--- src/hdl/plc_pkg.sv ---
// Shared types and codes for the positional list block.
// No dependencies; used by plc_cell and positional_list_insert_delete_find.
`timescale 1ns / 1ps

package plc_pkg;

    localparam int VALUE_W  = 31;
    localparam int ACTION_W = 2;
    localparam int POS_W    = 9;
    localparam int STATUS_W = 2;
    localparam int FOUND_W  = 10;
    localparam int LEN_W    = 9;
    localparam int LANES    = 16;  // match bits examined per scan cycle

    localparam logic [ACTION_W-1:0] ACT_APPEND = 2'd0;
    localparam logic [ACTION_W-1:0] ACT_INSERT = 2'd1;
    localparam logic [ACTION_W-1:0] ACT_DELETE = 2'd2;
    localparam logic [ACTION_W-1:0] ACT_FIND   = 2'd3;

    localparam logic [STATUS_W-1:0] ST_OK    = 2'd0;
    localparam logic [STATUS_W-1:0] ST_FULL  = 2'd1;
    localparam logic [STATUS_W-1:0] ST_RANGE = 2'd2;

    localparam logic [FOUND_W-1:0] FOUND_NONE = 10'h3FF;  // -1

    // operation broadcast to every cell
    typedef enum logic [1:0] {
        CELL_HOLD   = 2'd0,
        CELL_INSERT = 2'd1,
        CELL_DELETE = 2'd2,
        CELL_MATCH  = 2'd3
    } cell_op_t;

    typedef struct packed {
        cell_op_t             op;
        logic [VALUE_W-1:0]   value;
    } cell_cmd_t;

endpackage

--- src/hdl/plc_cell.sv ---
// One list slot: holds an entry and its match flag, trades with its neighbours.
// Depends on plc_pkg.
`timescale 1ns / 1ps

module plc_cell #(
    parameter int IDX = 0,
    parameter int CW  = 9
) (
    input  logic                       aclk,
    input  logic                       aresetn,
    input  plc_pkg::cell_cmd_t         cmd,
    input  logic [CW-1:0]              pos_idx,    // 0-based target slot
    input  logic [CW-1:0]              count,
    input  logic [plc_pkg::VALUE_W-1:0] left_entry,
    input  logic [plc_pkg::VALUE_W-1:0] right_entry,
    output logic [plc_pkg::VALUE_W-1:0] entry,
    output logic                       match
);

    localparam logic [CW-1:0] MY_IDX = CW'(IDX);

    logic [plc_pkg::VALUE_W-1:0] entry_reg;
    logic [plc_pkg::VALUE_W-1:0] entry_next;
    logic                        match_reg;
    logic                        match_next;

    always_comb begin
        entry_next = entry_reg;
        match_next = match_reg;
        case (cmd.op)
            plc_pkg::CELL_INSERT: begin
                if (MY_IDX == pos_idx) begin
                    entry_next = cmd.value;
                end else if (MY_IDX > pos_idx) begin
                    entry_next = left_entry;
                end
            end
            plc_pkg::CELL_DELETE: begin
                if (MY_IDX >= pos_idx) begin
                    entry_next = right_entry;
                end
            end
            plc_pkg::CELL_MATCH: begin
                match_next = (MY_IDX < count) && (entry_reg == cmd.value);
            end
            default: begin
            end
        endcase
    end

    always_ff @(posedge aclk) begin
        entry_reg <= entry_next;
    end

    always_ff @(posedge aclk) begin
        if (!aresetn) begin
            match_reg <= 1'b0;
        end else begin
            match_reg <= match_next;
        end
    end

    assign entry = entry_reg;
    assign match = match_reg;

endmodule

--- config.mk ---
export PLATFORM = sky130hd
export DESIGN_NAME = plc_cell
export DESIGN_NICKNAME = d
export VERILOG_FILES = /design/src/hdl/plc_pkg.sv /design/src/hdl/plc_cell.sv
export SDC_FILE = /design/constraint.sdc
export NUM_CORES = 1
export LEC_CHECK = 0
export BUFFER_PORTS_ARGS = -buffer_cell sky130_fd_sc_hd__buf_2
export CAP_MARGIN = 25
export CORE_MARGIN = 3
export CORE_UTILIZATION = 44
export CTS_CLUSTER_DIAMETER = 120
export DETAILED_ROUTE_END_ITERATION = 10
export PLACE_DENSITY = 0.85
export SLEW_MARGIN = 30
export SYNTH_ARGS = -nofsm -noshare
export SYNTH_HDL_FRONTEND = slang
export SYNTH_SLANG_ARGS = --single-unit
export TNS_END_PERCENT = 5
--- constraint.sdc ---
create_clock -name aclk -period 6.25 [get_ports aclk]
set_input_delay 1.25 -clock aclk [delete_from_list [all_inputs] [get_ports aclk]]
set_output_delay 1.25 -clock aclk [all_outputs]
set_load 0.01 [all_outputs]
==> metrics.md <==
| Metric | Value |
|---|---|
| Result of the run | complete, no violations |
| Peak supply drop | 0.125 mV |
| Antenna cell count | 0 |
| Power per standard cell area | 199 mW/mm2 |
| Yosys warning total | 0 |
| HPWL reported at the end of detailed placement | 4480 um |
| CTS H-tree depth | 2 |
| GP Congestion | 0.725 |
| Hold bufs inserted after CTS | 0 |
| First-pass GRT wire length | 8170 um |
| TritonCTS clock tree | done |
| Area of the multi-input gates | 0.00106 mm2 |
| Setup TNS | 0 ns |
| Number of port buffers | 146 |
| Proportion of synthesized flip-flops having asynchronous set or reset | 0% |
| IO Count | 147 |
| Clock Sink Count | 32 |
| Critical Path, Cell by Cell | buf_2 -> inv_1 -> ha_4 -> or2_2 -> a21oi_4 -> buf_16 |
| Launching element type of the critical path | input pin |
| Clock input transition at the sequential cells of the worst setup and hold paths | 0.06 ns |
| Initial DRC Count | 66 |
| Core ar. | 0.00444 mm2 |
| Buffer and inverter count on the worst path | 3 |
| Most frequent cells in the layout | sky130_fd_sc_hd__buf_2, sky130_fd_sc_hd__mux2i_1, sky130_fd_sc_hd__nand2_1, sky130_fd_sc_hd__edfxtp_1, sky130_fd_sc_hd__o21ai_1 |
| Row count | 24 |
| Total die area | 0.00552 mm2 |
| Instance count after placement with tap cells included | 383 |
| Antenna violations before repair | 0 |
| Largest clock skew in the final design | 0.00358 ns |
| Synthesized Nets | 312 |
| Number of flip-flops in the largest register | 31 |
| Number of enable-type register cells in the synthesized netlist | 31 |
| Post-cts sizing count | 0 |
| Average routed wire per standard cell | 14.0 um |
| Area added between synthesis and finish | 42.6% |
| Register bit total from synthesis | 32 |
| Die Wd | 74.3 um |
| GRT Util Overall | 19.4% |
| Critical path type | input pin to flop |
| Period utilization | 44.8% |
| Die Y-Extent | 74.3 um |
| Routed vias/inst | 4.96 |
| Skew-Pair Late Insertion Delay | 0.27 ns |
| Proportion of layout cells with a drive suffix above 1 | 46.5% |
| Layout net count | 457 |
| Headroom to the max-slew limit | 60.7% |
| Hold WC Path Type | flop to flop |
| Starting Density | 46.2% |
| Total wire length | 5470 um |
| Post-synthesis instance area | 0.00205 mm2 |
| Element type at the critical path end | flop |
| Vias in the first global route | 1837 |
| Crit path largest cell delay | 0.39 ns |
| Data required, critical path | 6.23 ns |
| Pin count of the biggest net entering global routing | 64 |
| Standard cell with the maximum stage delay on the critical path | sky130_fd_sc_hd__or2_2 |
| Gate count of the mapped netlist | 194 |
| Number of setup violations in the final report | 0 |
| Drt pass-1 iters | 4 |
| Maximum fanout count along the critical path | 63 |
| Avg Inst Size Synth | 10.6 um2 |
| Count of placed standard cells in the final layout, fillers left out | 392 |
| Least-Margin Pin Slew | 0.589 ns |
| Overall power | 0.000583 W |
| Leading cell type in the layout, fill and taps excluded | sky130_fd_sc_hd__buf_2 |
| Combined flip-flop and latch cell area | 951 um2 |
| Root buffer cell | sky130_fd_sc_hd__clkbuf_8 |
| Residual overflow from global routing | 0 |
| Total of fill cells in the finished design | 372 |
| WHS | 0.497 ns |
| Static Leak | 1.47 nW |
| Number of buffers created by CTS | 5 |
| Final Hold Fails | 0 |
| Setup repair after global routing missed its margin | false |
| Clock buffer depth | 2 |
| Unique masters post-synth | 23 |
| Upper clock frequency limit | 357 MHz |
| Via count | 1944 |
| Family of cells with the greatest summed delay on the critical path | buffers and inverters |
| Residual antenna-violating net count after detailed routing | 0 |
| Minimum clock period | 2.80 ns |
| Number of max-capacitance violations reported | 0 |
| Main synth FF type | sky130_fd_sc_hd__edfxtp_1 |
| DRC | 0 |
| Final count of pins violating max slew | 0 |
| Postcts setup bufs | 0 |
| Critical path data arrival time | 2.78 ns |
| Proportion of synthesized chip area in sequential cells | 46.3% |
-- final cells by class --
class                   instances  share of cell area, %
clock buffers                   8                   2.74
flip-flops and latches         32                   32.5
inverters                       2                  0.256
repair buffers                148                   26.2
multi-input cells             150                   36.2
well taps                      52                   2.22
-- where the power goes --
group / internal [W] / switching (W) / total, W / leakage, nW
registers: 0.000268 / 0.0000168 / 0.000285 / 0.297
logic: 0.0000778 / 0.0000729 / 0.000151 / 1.13
clock network: 0.0000790 / 0.0000685 / 0.000148 / 0.0395
total: 0.000425 / 0.000158 / 0.000583 / 1.47
-- layer usage --
layer  part of all wire [%]  vias to the layer above  global-route usage, %
li1                       -                      991                      -
met1                     41                      858                   24.7
met2                     51                       87                   34.6
met3                    6.6                        8                   3.78
met4                   0.93                        0                   3.95
met5                      0                        -                      0
-- cell usage after synthesis, types with 3 or more instances --
| master | count | area, um2 |
|---|---|---|
| sky130_fd_sc_hd__nand4_1 | 6 | 37.5 |
| sky130_fd_sc_hd__clkbuf_1 | 7 | 26.3 |
| sky130_fd_sc_hd__buf_6 | 3 | 33.8 |
| sky130_fd_sc_hd__edfxtp_1 | 31 | 931 |
| sky130_fd_sc_hd__o21ai_0 | 3 | 15.0 |
| sky130_fd_sc_hd__xnor2_1 | 21 | 184 |
| sky130_fd_sc_hd__mux2i_1 | 31 | 310 |
| sky130_fd_sc_hd__nor4_1 | 4 | 25.0 |
| sky130_fd_sc_hd__o21ai_1 | 29 | 145 |
| sky130_fd_sc_hd__xor2_1 | 10 | 87.6 |
| sky130_fd_sc_hd__nand2_1 | 31 | 116 |
| sky130_fd_sc_hd__ha_1 | 3 | 37.5 |
-- path summary, 6_finish.rpt --
| check | startpoint | end | slack [ns] | cells after the start |
|---|---|---|---|---|
| worst max register to register | entry[21] | match | 4.58 | 5 |
| worst min-delay path | match | match | 0.50 | 2 |
| worst min register to register | match | match | 0.50 | 2 |
| worst max-delay path | cmd[31] | entry[25] | 3.45 | 6 |
-- metrics by stage --
step	setup WS [ns]	area, um2	utilization (%)
detailed placement	2.67	2810	63.2
finish	3.45	2930	65.9
CTS	2.97	2890	65.0
global placement	2.73	2810	63.2
global route	3.33	2930	65.9
floorplan	2.35	2050	-
-- cell families (layout without fill, tap and decap cells) --
family / count (synthesis) / in the layout / share of synthesized area, %
and+or+nand+nor: 52 / 52 / 12.2
AOI/OAI and AO/OA: 33 / 33 / 8.04
DFF: 32 / 32 / 46.3
xor gates and xnor gates: 31 / 31 / 13.2
muxes: 31 / 31 / 15.1
buffers and inverters: 12 / 158 / 3.29
adders and majority gates: 3 / 3 / 1.83
-- tightest hold or removal path: cells and delay by family, from the launching register on --
family          cells  cell delay [ns]
compound gates      1             0.07
flops               1             0.31
simple gates        1             0.08
Power figures use the tool's default switching activity.
